`config.mk`:
```
export PLATFORM = sky130hd
export DESIGN_NAME = filter_envelope_generator_core
export DESIGN_NICKNAME = d
export VERILOG_FILES = /design/src/rtl/core/feg_pkg.sv /design/src/rtl/core/filter_envelope_generator_core.sv /design/src/rtl/core/feg_cfg.sv /design/src/rtl/core/feg_rate.sv /design/src/rtl/core/feg_next.sv
export SDC_FILE = /design/constraint.sdc
export NUM_CORES = 1
export LEC_CHECK = 0
export BUFFER_PORTS_ARGS = -buffer_cell sky130_fd_sc_hd__buf_2
export CAP_MARGIN = 0
export CELL_PAD_IN_SITES_DETAIL_PLACEMENT = 2
export CELL_PAD_IN_SITES_GLOBAL_PLACEMENT = 2
export CORE_MARGIN = 2
export CORE_UTILIZATION = 41
export DETAILED_ROUTE_END_ITERATION = 6
export PLACE_DENSITY_LB_ADDON = 0.1
export RECOVER_POWER = 25
export SYNTH_ARGS = -nofsm -noshare
export SYNTH_HDL_FRONTEND = slang
export SYNTH_SLANG_ARGS = --single-unit
```
`constraint.sdc`:
```
create_clock -name clk -period 22.7 [get_ports clk]
set_clock_uncertainty 0.15 [all_clocks]
set_input_delay 1.135 -clock clk [delete_from_list [all_inputs] [get_ports clk]]
set_output_delay 1.135 -clock clk [all_outputs]
set_load 0.05 [all_outputs]
```
`src/rtl/core/feg_pkg.sv`:
```
// Package for the filter envelope generator core.
// Holds command, phase and direction codes, register indexes and the step table.
// Depends on nothing; every other file of the core refers to it by scoped names.
`timescale 1ns / 1ps

package feg_pkg;

  // Fixed field widths
  localparam int CMD_W       = 2;
  localparam int CNT_W       = 14;
  localparam int CFG_IDX_W   = 3;
  localparam int CFG_DATA_W  = 20;
  localparam int CFG_LEVEL_W = 13;
  localparam int RATES_W     = 20;
  localparam int KS_W        = 10;
  localparam int PH_RATE_W   = 5;
  localparam int EFF_RATE_W  = 7;
  localparam int STEP_W      = 4;

  // Input commands; the fourth code is ignored
  typedef enum logic [CMD_W-1:0] {
    CMD_CLOCK   = 2'd0,
    CMD_KEY_ON  = 2'd1,
    CMD_KEY_OFF = 2'd2
  } cmd_t;

  // Envelope phases
  typedef enum logic [1:0] {
    PH_ATTACK    = 2'd0,
    PH_DECAY_ONE = 2'd1,
    PH_DECAY_TWO = 2'd2,
    PH_RELEASE   = 2'd3
  } phase_t;

  // Direction of movement towards the phase target
  typedef enum logic [1:0] {
    DIR_NONE = 2'd0,
    DIR_UP   = 2'd1,
    DIR_DOWN = 2'd2
  } dir_t;

  // Configuration register indexes
  localparam logic [CFG_IDX_W-1:0] REG_LEVEL_START     = 3'd0;
  localparam logic [CFG_IDX_W-1:0] REG_LEVEL_ATTACK    = 3'd1;
  localparam logic [CFG_IDX_W-1:0] REG_LEVEL_DECAY_ONE = 3'd2;
  localparam logic [CFG_IDX_W-1:0] REG_LEVEL_DECAY_TWO = 3'd3;
  localparam logic [CFG_IDX_W-1:0] REG_LEVEL_RELEASE   = 3'd4;
  localparam logic [CFG_IDX_W-1:0] REG_RATES           = 3'd5;
  localparam logic [CFG_IDX_W-1:0] REG_KEY_SCALING     = 3'd6;
  localparam logic [CFG_IDX_W-1:0] REG_COUNTER_OFFSET  = 3'd7;

  // Register reset values that are not zero
  localparam logic [KS_W-1:0] KS_RESET = 10'd15;

  // Rate constants
  localparam logic [3:0]            KS_OFF     = 4'd15;
  localparam logic [EFF_RATE_W-1:0] RATE_MAX   = 7'd63;
  localparam logic [EFF_RATE_W-1:0] RATE_FAST  = 7'd48;
  localparam logic [EFF_RATE_W-1:0] RATE_TOP   = 7'd60;
  localparam logic [3:0]            SHIFT_BASE = 4'd11;
  localparam logic [4:0]            ROW_FAST   = 5'd4;
  localparam logic [4:0]            ROW_TOP    = 5'd16;

  // Configuration registers as seen by the datapath
  typedef struct packed {
    logic [CFG_LEVEL_W-1:0] level_start;
    logic [CFG_LEVEL_W-1:0] level_attack;
    logic [CFG_LEVEL_W-1:0] level_decay_one;
    logic [CFG_LEVEL_W-1:0] level_decay_two;
    logic [CFG_LEVEL_W-1:0] level_release;
    logic [RATES_W-1:0]     rates;
    logic [KS_W-1:0]        key_scaling;
    logic [CNT_W-1:0]       counter_offset;
  } cfg_t;

  // Increment table: one row of eight nibbles per entry, slot 0 in the low nibble
  localparam logic [31:0] STEP_ROWS [17] = '{
    32'h10101010, 32'h10111010, 32'h11101110, 32'h11111110,
    32'h11111111, 32'h21112111, 32'h21212121, 32'h22212221,
    32'h22222222, 32'h42224222, 32'h42424242, 32'h44424442,
    32'h44444444, 32'h84448444, 32'h84848484, 32'h88848884,
    32'h88888888
  };

  // Look up one increment from the table
  function automatic logic [STEP_W-1:0] step_lookup(input logic [4:0] row,
                                                    input logic [2:0] slot);
    logic [31:0] bits;
    bits = (row <= ROW_TOP) ? STEP_ROWS[row] : 32'h0;
    return bits[slot*STEP_W +: STEP_W];
  endfunction

endpackage

```
`src/rtl/core/filter_envelope_generator_core.sv`:
```
// Top level of the filter envelope generator core.
// Input register, envelope state, result register and configuration file.
// Depends on feg_pkg, feg_cfg and feg_next (which uses feg_rate).
`timescale 1ns / 1ps

// Usage
// The input channel (in_valid/in_ready) carries one envelope clock, key-on
// or key-off per transaction, with the global counter value in in_counter.
// Every input transaction yields exactly one result transaction on the output
// channel (out_valid/out_ready): the level and phase after that input.
// Registers are written through cfg_we/cfg_index/cfg_data while the core is
// idle; a write takes effect at the clock edge that carries it.
// An accepted item waits in the input register until the result register is
// free or being emptied; then the next-state logic updates the envelope state
// and the result register together.
// Throughput is one transaction per cycle while the receiver takes results;
// the envelope state is updated as each item leaves the input register.
// Reset (rst_n low, synchronous) clears both valid flags, returns the
// registers to their reset values and puts the envelope in release, level
// zero, finished. While the receiver stalls the result register holds; the
// input register takes at most one more transaction, and once it is full
// in_ready stays low until the result is taken.

module filter_envelope_generator_core #(
  parameter int LEVEL_BITS = 13
) (
  input  logic                             clk,
  input  logic                             rst_n,
  input  logic                             in_valid,
  output logic                             in_ready,
  input  logic [feg_pkg::CMD_W-1:0]        in_cmd,
  input  logic [feg_pkg::CNT_W-1:0]        in_counter,
  output logic                             out_valid,
  input  logic                             out_ready,
  output logic [LEVEL_BITS-1:0]            out_level,
  output logic [1:0]                       out_phase,
  input  logic                             cfg_we,
  input  logic [feg_pkg::CFG_IDX_W-1:0]    cfg_index,
  input  logic [feg_pkg::CFG_DATA_W-1:0]   cfg_data
);

  feg_pkg::cfg_t               cfg;
  logic                        in_valid_r;
  logic [feg_pkg::CMD_W-1:0]   in_cmd_r;
  logic [feg_pkg::CNT_W-1:0]   in_counter_r;
  logic                        out_valid_r;
  logic [LEVEL_BITS-1:0]       out_level_r;
  feg_pkg::phase_t             out_phase_r;
  logic [LEVEL_BITS-1:0]       level_r;
  logic [LEVEL_BITS-1:0]       level_nxt;
  feg_pkg::phase_t             phase_r;
  feg_pkg::phase_t             phase_nxt;
  feg_pkg::dir_t               dir_r;
  feg_pkg::dir_t               dir_nxt;
  logic                        done_r;
  logic                        done_nxt;
  logic                        advance;

  feg_cfg u_cfg (
    .clk       (clk),
    .rst_n     (rst_n),
    .cfg_we    (cfg_we),
    .cfg_index (cfg_index),
    .cfg_data  (cfg_data),
    .cfg       (cfg)
  );

  // The result register is free, or is being emptied this cycle
  assign advance  = !out_valid_r || out_ready;
  assign in_ready = !in_valid_r || advance;

  // Input register
  always_ff @(posedge clk) begin
    if (!rst_n) begin
      in_valid_r <= 1'b0;
    end else if (in_ready) begin
      in_valid_r <= in_valid;
    end
  end

  always_ff @(posedge clk) begin
    if (in_ready && in_valid) begin
      in_cmd_r     <= in_cmd;
      in_counter_r <= in_counter;
    end
  end

  feg_next #(
    .LEVEL_BITS (LEVEL_BITS)
  ) u_next (
    .cfg       (cfg),
    .cmd       (in_cmd_r),
    .counter   (in_counter_r),
    .level     (level_r),
    .phase     (phase_r),
    .dir       (dir_r),
    .done      (done_r),
    .level_nxt (level_nxt),
    .phase_nxt (phase_nxt),
    .dir_nxt   (dir_nxt),
    .done_nxt  (done_nxt)
  );

  // Envelope state, updated when an item leaves the input register, and result valid
  always_ff @(posedge clk) begin
    if (!rst_n) begin
      level_r     <= '0;
      phase_r     <= feg_pkg::PH_RELEASE;
      dir_r       <= feg_pkg::DIR_NONE;
      done_r      <= 1'b1;
      out_valid_r <= 1'b0;
    end else if (advance) begin
      out_valid_r <= in_valid_r;
      if (in_valid_r) begin
        level_r <= level_nxt;
        phase_r <= phase_nxt;
        dir_r   <= dir_nxt;
        done_r  <= done_nxt;
      end
    end
  end

  // Result payload
  always_ff @(posedge clk) begin
    if (advance && in_valid_r) begin
      out_level_r <= level_nxt;
      out_phase_r <= phase_nxt;
    end
  end

  assign out_valid = out_valid_r;
  assign out_level = out_level_r;
  assign out_phase = out_phase_r;

endmodule

```
`src/rtl/core/feg_cfg.sv`:
```
// Configuration register file of the filter envelope generator.
// Stores the eight registers written through the plain write port.
// Depends on feg_pkg.
`timescale 1ns / 1ps

module feg_cfg (
  input  logic                             clk,
  input  logic                             rst_n,
  input  logic                             cfg_we,
  input  logic [feg_pkg::CFG_IDX_W-1:0]    cfg_index,
  input  logic [feg_pkg::CFG_DATA_W-1:0]   cfg_data,
  output feg_pkg::cfg_t                    cfg
);

  feg_pkg::cfg_t cfg_r;

  // Register writes, each value masked to its register's width
  always_ff @(posedge clk) begin
    if (!rst_n) begin
      cfg_r.level_start     <= '0;
      cfg_r.level_attack    <= '0;
      cfg_r.level_decay_one <= '0;
      cfg_r.level_decay_two <= '0;
      cfg_r.level_release   <= '0;
      cfg_r.rates           <= '0;
      cfg_r.key_scaling     <= feg_pkg::KS_RESET;
      cfg_r.counter_offset  <= '0;
    end else if (cfg_we) begin
      case (cfg_index)
        feg_pkg::REG_LEVEL_START:     cfg_r.level_start     <= cfg_data[feg_pkg::CFG_LEVEL_W-1:0];
        feg_pkg::REG_LEVEL_ATTACK:    cfg_r.level_attack    <= cfg_data[feg_pkg::CFG_LEVEL_W-1:0];
        feg_pkg::REG_LEVEL_DECAY_ONE: cfg_r.level_decay_one <= cfg_data[feg_pkg::CFG_LEVEL_W-1:0];
        feg_pkg::REG_LEVEL_DECAY_TWO: cfg_r.level_decay_two <= cfg_data[feg_pkg::CFG_LEVEL_W-1:0];
        feg_pkg::REG_LEVEL_RELEASE:   cfg_r.level_release   <= cfg_data[feg_pkg::CFG_LEVEL_W-1:0];
        feg_pkg::REG_RATES:           cfg_r.rates           <= cfg_data[feg_pkg::RATES_W-1:0];
        feg_pkg::REG_KEY_SCALING:     cfg_r.key_scaling     <= cfg_data[feg_pkg::KS_W-1:0];
        feg_pkg::REG_COUNTER_OFFSET:  cfg_r.counter_offset  <= cfg_data[feg_pkg::CNT_W-1:0];
        default: cfg_r <= cfg_r;
      endcase
    end
  end

  assign cfg = cfg_r;

endmodule

```
`src/rtl/core/feg_rate.sv`:
```
// Effective rate and step size of the filter envelope generator.
// Combines phase rate, key-rate scaling and the counter into one increment.
// Depends on feg_pkg.
`timescale 1ns / 1ps

module feg_rate (
  input  feg_pkg::cfg_t                    cfg,
  input  feg_pkg::phase_t                  phase,
  input  logic [feg_pkg::CNT_W-1:0]        counter,
  output logic [feg_pkg::STEP_W-1:0]       step
);

  logic [feg_pkg::PH_RATE_W-1:0]  ph_rate;
  logic signed [5:0]              key_sum;
  logic [3:0]                     key_clip;
  logic [4:0]                     scale;
  logic [feg_pkg::EFF_RATE_W-1:0] rate_raw;
  logic [feg_pkg::EFF_RATE_W-1:0] rate;
  logic [3:0]                     shift;
  logic [feg_pkg::CNT_W-1:0]      cnt_off;
  logic [feg_pkg::CNT_W-1:0]      cnt_mask;
  logic [feg_pkg::CNT_W-1:0]      cnt_shift;
  logic [4:0]                     fast_row;

  // Select the 5-bit rate of the active phase
  always_comb begin
    case (phase)
      feg_pkg::PH_ATTACK:    ph_rate = cfg.rates[4:0];
      feg_pkg::PH_DECAY_ONE: ph_rate = cfg.rates[9:5];
      feg_pkg::PH_DECAY_TWO: ph_rate = cfg.rates[14:10];
      feg_pkg::PH_RELEASE:   ph_rate = cfg.rates[19:15];
      default:               ph_rate = '0;
    endcase
  end

  // Key-rate scaling: key scale plus signed octave, clipped to 15, with the fns bit below
  always_comb begin
    key_sum  = $signed({2'b00, cfg.key_scaling[3:0]})
             + $signed({{2{cfg.key_scaling[7]}}, cfg.key_scaling[7:4]});
    key_clip = (key_sum > 6'sd15) ? 4'd15 : key_sum[3:0];
    if (cfg.key_scaling[9] && (cfg.key_scaling[3:0] != feg_pkg::KS_OFF) && !key_sum[5]) begin
      scale = {key_clip, cfg.key_scaling[8]};
    end else begin
      scale = '0;
    end
    rate_raw = {1'b0, ph_rate, 1'b0} + {2'b00, scale};
    rate     = (rate_raw > feg_pkg::RATE_MAX) ? feg_pkg::RATE_MAX : rate_raw;
  end

  // Slow rates step only where the offset counter's low bits are clear
  always_comb begin
    shift     = feg_pkg::SHIFT_BASE - rate[5:2];
    cnt_off   = counter + cfg.counter_offset;
    cnt_mask  = (feg_pkg::CNT_W'(1) << shift) - feg_pkg::CNT_W'(1);
    cnt_shift = cnt_off >> shift;
    fast_row  = (rate >= feg_pkg::RATE_TOP) ? feg_pkg::ROW_TOP
              : feg_pkg::ROW_FAST + 5'(rate - feg_pkg::RATE_FAST);
    if (ph_rate == '0) begin
      step = '0;
    end else if (rate < feg_pkg::RATE_FAST) begin
      step = ((cnt_off & cnt_mask) == '0)
           ? feg_pkg::step_lookup({3'b000, rate[1:0]}, cnt_shift[2:0]) : '0;
    end else begin
      step = feg_pkg::step_lookup(fast_row, counter[2:0]);
    end
  end

endmodule

```
`src/rtl/core/feg_next.sv`:
```
// Next-state logic of the filter envelope generator.
// Handles key-on, key-off, phase advance and the clamped step towards the target.
// Depends on feg_pkg and feg_rate.
`timescale 1ns / 1ps

module feg_next #(
  parameter int LEVEL_BITS = 13
) (
  input  feg_pkg::cfg_t                cfg,
  input  logic [feg_pkg::CMD_W-1:0]    cmd,
  input  logic [feg_pkg::CNT_W-1:0]    counter,
  input  logic [LEVEL_BITS-1:0]        level,
  input  feg_pkg::phase_t              phase,
  input  feg_pkg::dir_t                dir,
  input  logic                         done,
  output logic [LEVEL_BITS-1:0]        level_nxt,
  output feg_pkg::phase_t              phase_nxt,
  output feg_pkg::dir_t                dir_nxt,
  output logic                         done_nxt
);

  localparam int ExtW = (LEVEL_BITS > feg_pkg::CFG_LEVEL_W) ? LEVEL_BITS : feg_pkg::CFG_LEVEL_W;

  feg_pkg::phase_t              ph_mid;
  feg_pkg::phase_t              ph_adv;
  feg_pkg::dir_t                dir_mid;
  logic                         done_mid;
  logic [LEVEL_BITS-1:0]        t_start;
  logic [LEVEL_BITS-1:0]        t_attack;
  logic [LEVEL_BITS-1:0]        t_release;
  logic [LEVEL_BITS-1:0]        t_mid;
  logic [LEVEL_BITS-1:0]        t_adv;
  logic [feg_pkg::STEP_W-1:0]   step;
  logic [LEVEL_BITS:0]          up_sum;
  logic [LEVEL_BITS:0]          down_diff;

  // Fit a stored level register to the level width
  function automatic logic [LEVEL_BITS-1:0] fit_level(input logic [feg_pkg::CFG_LEVEL_W-1:0] v);
    logic [ExtW-1:0] ext;
    ext = ExtW'(v);
    return ext[LEVEL_BITS-1:0];
  endfunction

  // Target level of a phase
  function automatic logic [LEVEL_BITS-1:0] target_of(input feg_pkg::phase_t ph);
    logic [feg_pkg::CFG_LEVEL_W-1:0] v;
    case (ph)
      feg_pkg::PH_ATTACK:    v = cfg.level_attack;
      feg_pkg::PH_DECAY_ONE: v = cfg.level_decay_one;
      feg_pkg::PH_DECAY_TWO: v = cfg.level_decay_two;
      feg_pkg::PH_RELEASE:   v = cfg.level_release;
      default:               v = '0;
    endcase
    return fit_level(v);
  endfunction

  // Direction from a level towards a target
  function automatic feg_pkg::dir_t dir_toward(input logic [LEVEL_BITS-1:0] lvl,
                                               input logic [LEVEL_BITS-1:0] tgt);
    feg_pkg::dir_t d;
    if (lvl < tgt) begin
      d = feg_pkg::DIR_UP;
    end else if (lvl > tgt) begin
      d = feg_pkg::DIR_DOWN;
    end else begin
      d = feg_pkg::DIR_NONE;
    end
    return d;
  endfunction

  // A key-off clock enters release before the clock itself is handled
  always_comb begin
    t_start   = fit_level(cfg.level_start);
    t_attack  = target_of(feg_pkg::PH_ATTACK);
    t_release = target_of(feg_pkg::PH_RELEASE);
    if (cmd == feg_pkg::CMD_KEY_OFF) begin
      ph_mid   = feg_pkg::PH_RELEASE;
      dir_mid  = dir_toward(level, t_release);
      done_mid = (level == t_release);
    end else begin
      ph_mid   = phase;
      dir_mid  = dir;
      done_mid = done;
    end
    t_mid  = target_of(ph_mid);
    ph_adv = feg_pkg::phase_t'(ph_mid + 2'd1);
    t_adv  = target_of(ph_adv);
  end

  feg_rate u_rate (
    .cfg     (cfg),
    .phase   (ph_mid),
    .counter (counter),
    .step    (step)
  );

  // Key-on restart, phase advance, or one step towards the target, clamped so it does not pass it
  always_comb begin
    up_sum    = {1'b0, level} + (LEVEL_BITS + 1)'(step);
    down_diff = {1'b0, level} - (LEVEL_BITS + 1)'(step);
    level_nxt = level;
    phase_nxt = phase;
    dir_nxt   = dir;
    done_nxt  = done;
    case (cmd)
      feg_pkg::CMD_KEY_ON: begin
        level_nxt = t_start;
        phase_nxt = feg_pkg::PH_ATTACK;
        dir_nxt   = dir_toward(t_start, t_attack);
        done_nxt  = (t_start == t_attack);
      end
      feg_pkg::CMD_CLOCK, feg_pkg::CMD_KEY_OFF: begin
        phase_nxt = ph_mid;
        dir_nxt   = dir_mid;
        done_nxt  = done_mid;
        if (done_mid && (ph_mid < feg_pkg::PH_DECAY_TWO)) begin
          phase_nxt = ph_adv;
          dir_nxt   = dir_toward(level, t_adv);
          done_nxt  = (level == t_adv);
        end else if (!done_mid && (step != '0)) begin
          if (dir_mid == feg_pkg::DIR_UP) begin
            if (up_sum >= {1'b0, t_mid}) begin
              level_nxt = t_mid;
              done_nxt  = 1'b1;
            end else begin
              level_nxt = up_sum[LEVEL_BITS-1:0];
            end
          end else begin
            if (down_diff[LEVEL_BITS] || (down_diff[LEVEL_BITS-1:0] <= t_mid)) begin
              level_nxt = t_mid;
              done_nxt  = 1'b1;
            end else begin
              level_nxt = down_diff[LEVEL_BITS-1:0];
            end
          end
        end
      end
      default: begin
        level_nxt = level;
      end
    endcase
  end

endmodule

```
==> results.json <==
{
  "status": "complete, but fails checks",
  "violations": "capacitance limit, slew limit",
  "cell_internal_pwr_uw": 504,
  "slowest_stage": "ha_1",
  "switchingPower_uw": 279,
  "cap_violations": 1,
  "synth_area_leaders": "dfxtp_1 21%, ha_1 11%, nand2_1 9.5%",
  "syn_inst": 1540,
  "ios": 61,
  "antenna_found_initial": 0,
  "p_clk_frac": 0.395,
  "synth_area_um2": 12300,
  "rsz0062_at_grt": "no",
  "syn_to_final_growth_pct": 8.67,
  "antenna_left": 0,
  "hold_violations": 0,
  "portBuffers": 60,
  "postCtsSetupBuffers": 0,
  "cp-end-kind": "flop",
  "synthSimpleGateAreaFrac": 0.200,
  "r2r_cells": 45,
  "htree_levels": 4,
  "row_count": 63,
  "whs_ns": 0.326,
  "yosys.area_share.xor_xnor": 0.0227,
  "regToRegStartpoint": "in_cmd_r[0]",
  "hp-start": "u_cfg.cfg[30]",
  "synth_top_area_share": 0.209,
  "synthMuxAreaShare": 0.0395,
  "cp_max_fo": 31,
  "min_path_cells": 2,
  "worst_setup_path_start_kind": "flop",
  "vias": 12300,
  "holdPathEnd": "u_cfg.cfg[30]",
  "clk_pin_slew_ns": 0.08,
  "drc": 0,
  "nets": 1697,
  "synthFlopType": "dfxtp_1",
  "synth_warnings": 0,
  "hp-class": "reg -> reg",
  "fmax_mhz": 80.4,
  "cts_tree": "built",
  "avgSynthCellArea_um2": 8.02,
  "synth-seq-area-share": 0.285,
  "fillCellCount": 3390,
  "grt_pass1_vias": 13000,
  "synthesis.nets": 1701,
  "peakVddDrop_mv": 0.0581,
  "crit_top_cell": "ha_1",
  "die-area_um2": 31500,
  "slowest_delay_ns": 1.07,
  "slew_headroom": -1.05,
  "drtIter0Drc": 1004,
  "synthTopCellsByCount": "311 x nand2_1, 129 x dfxtp_1, 112 x ha_1, 107 x a21boi_0, 78 x nor2_1",
  "setup_tns_ns": 0,
  "routed_wl_um": 51300,
  "worstPathArrival_ns": 12.47,
  "cp_data_required_time_ns": 22.73,
  "clock_latency_ns": 0.47,
  "min_period_over_period": 0.548,
  "power.density_nw_per_um2": 58.4,
  "grt_first_pass_wirelength_um": 78600,
  "r2r_end": "out_level[12]",
  "max_slew.worst_pin.slew_ns": 3.07,
  "core_area_um2": 29600,
  "worstSetupPathType": "reg -> reg",
  "p_comb_frac": 0.211,
  "cts_hold_buf": 0,
  "rrSetupSlack_ns": 10.26,
  "cts_buffer_depth": 2,
  "synth_cell_type_count": 78,
  "first_pass_iters": 6,
  "swShare": 0.356,
  "start_util": 0.417,
  "ys_ff_latch": 160,
  "yosysTopAreaCell": "dfxtp_1",
  "clkSinkCount": 160,
  "synth_most_common_cell": "nand2_1",
  "clockRootBuffer": "clkbuf_16",
  "gp_congestion": 0.887,
  "synth_fa_ha_area_frac": 0.122,
  "die_width_um": 178,
  "antenna_cells": 0,
  "drive_above_1_share": 0.0930,
  "ys_async_sr_fraction": 0,
  "vias_per_cell": 6.36,
  "die_height_um": 178,
  "cts_resized": 0,
  "drt-wirelength-per-cell_um": 26.5,
  "power_frac_seq": 0.394,
  "grtUsageTotal": 0.330,
  "layoutNonFillerInstCount": 1939,
  "synth_top_family_by_area": "compound AO/OA/AOI/OAI gates",
  "synth_edf_count": 31,
  "grt_max_degree": 71,
  "p_leak_uw": 0.00505,
  "place_inst": 1907,
  "slew_violations": 71,
  "dpl.hpwl_um": 37700,
  "min_period_ns": 12.44,
  "grt_overflow": 0,
  "cts_buffers": 17,
  "synth_compound_area_frac": 0.276,
  "setup_viol": 0
}
logic make-up after synthesis:
kind of cell             Yosys count
adder cells (fa/ha/maj)          117
AND/OR/NAND/NOR                  556
multiplexers                      45
flip-flops                       160
buffers and inverters            168
XOR/XNOR                          32
AO/OA/AOI/OAI                    462
area by class of cell:
cell class / instances / area (µm²) / area share
Inverter: 75 / 282 / 0.0210
Clock inverter: 15 / 185 / 0.0138
Multi-Input combinational cell: 1212 / 8150 / 0.608
Sequential cell: 160 / 3510 / 0.262
Timing Repair Buffer: 70 / 372 / 0.0277
Tap cell: 390 / 488 / 0.0364
Clock buffer: 17 / 425 / 0.0317
placed cells by master (no fill, tap or decap), types with 30 or more instances in the layout:
cell type	count
nand2_1	311
dfxtp_1	129
ha_1	112
a21boi_0	107
nor2_1	78
inv_1	74
a21oi_1	57
buf_2	57
o21ai_0	50
o21a_1	31
edfxtp_1	31
nand3_1	30
critical path: cells and delay by family, from the launching register on:
family / cells / cell delay, ns
DFF: 1 / 0.84
muxes: 1 / 0.27
AOI/OAI and AO/OA: 14 / 3.51
adders and majority gates: 8 / 3.78
buffers and inverters: 7 / 1.28
and+or+nand+nor: 14 / 2.12
xor gates and xnor gates: 1 / 0.17
state kept, by name, indices dropped and copies added (netlist names):
register,flops
in_cmd_r,2
out_valid,1
level_r,13
in_valid_r,1
in_counter_r,14
out_phase,2
dir_r,2
out_level,13
phase_r,2
u_cfg.cfg,109
done_r,1
how the worst max path moves through the flow:
stage | start | endpoint
finish | in_cmd_r[0] | out_level[12]
global route | in_cmd_r[0] | out_level[10]
CTS | in_cmd_r[0] | out_level[12]
detailed placement | in_cmd_r[0] | out_level[3]
global placement | in_cmd_r[0] | out_level[12]
floorplan | in_cmd_r[0] | out_level[10]
metrics by stage:
step	worst slack, ns	cell area [µm²]	utilization	power [µW]
floorplan	12.88	12300	-	420
global placement	11.15	12800	0.432	468
detailed placement	10.56	12800	0.432	475
CTS	10.39	13400	0.453	783
global route	9.34	13400	0.453	809
finish	10.26	13400	0.453	783
power groups by stage:
stage / sequential [µW] / combinational [µW] / clock, µW
2_1_floorplan: 314 / 105 / 0
3_3_place_gp: 314 / 154 / 0
3_5_place_dp: 314 / 160 / 0
4_1_cts: 308 / 163 / 312
5_1_grt: 309 / 178 / 322
6_report: 309 / 166 / 309
metal layers:
| layer | vias to the layer above | track usage | share of wire |
|---|---|---|---|
| met5 | - | 0 | 0 |
| met3 | 68 | 0.0570 | 0.058 |
| li1 | 5604 | - | - |
| met2 | 384 | 0.535 | 0.46 |
| met4 | 0 | 0.0837 | 0.019 |
| met1 | 6277 | 0.453 | 0.47 |
Power figures use the tool's default switching activity.
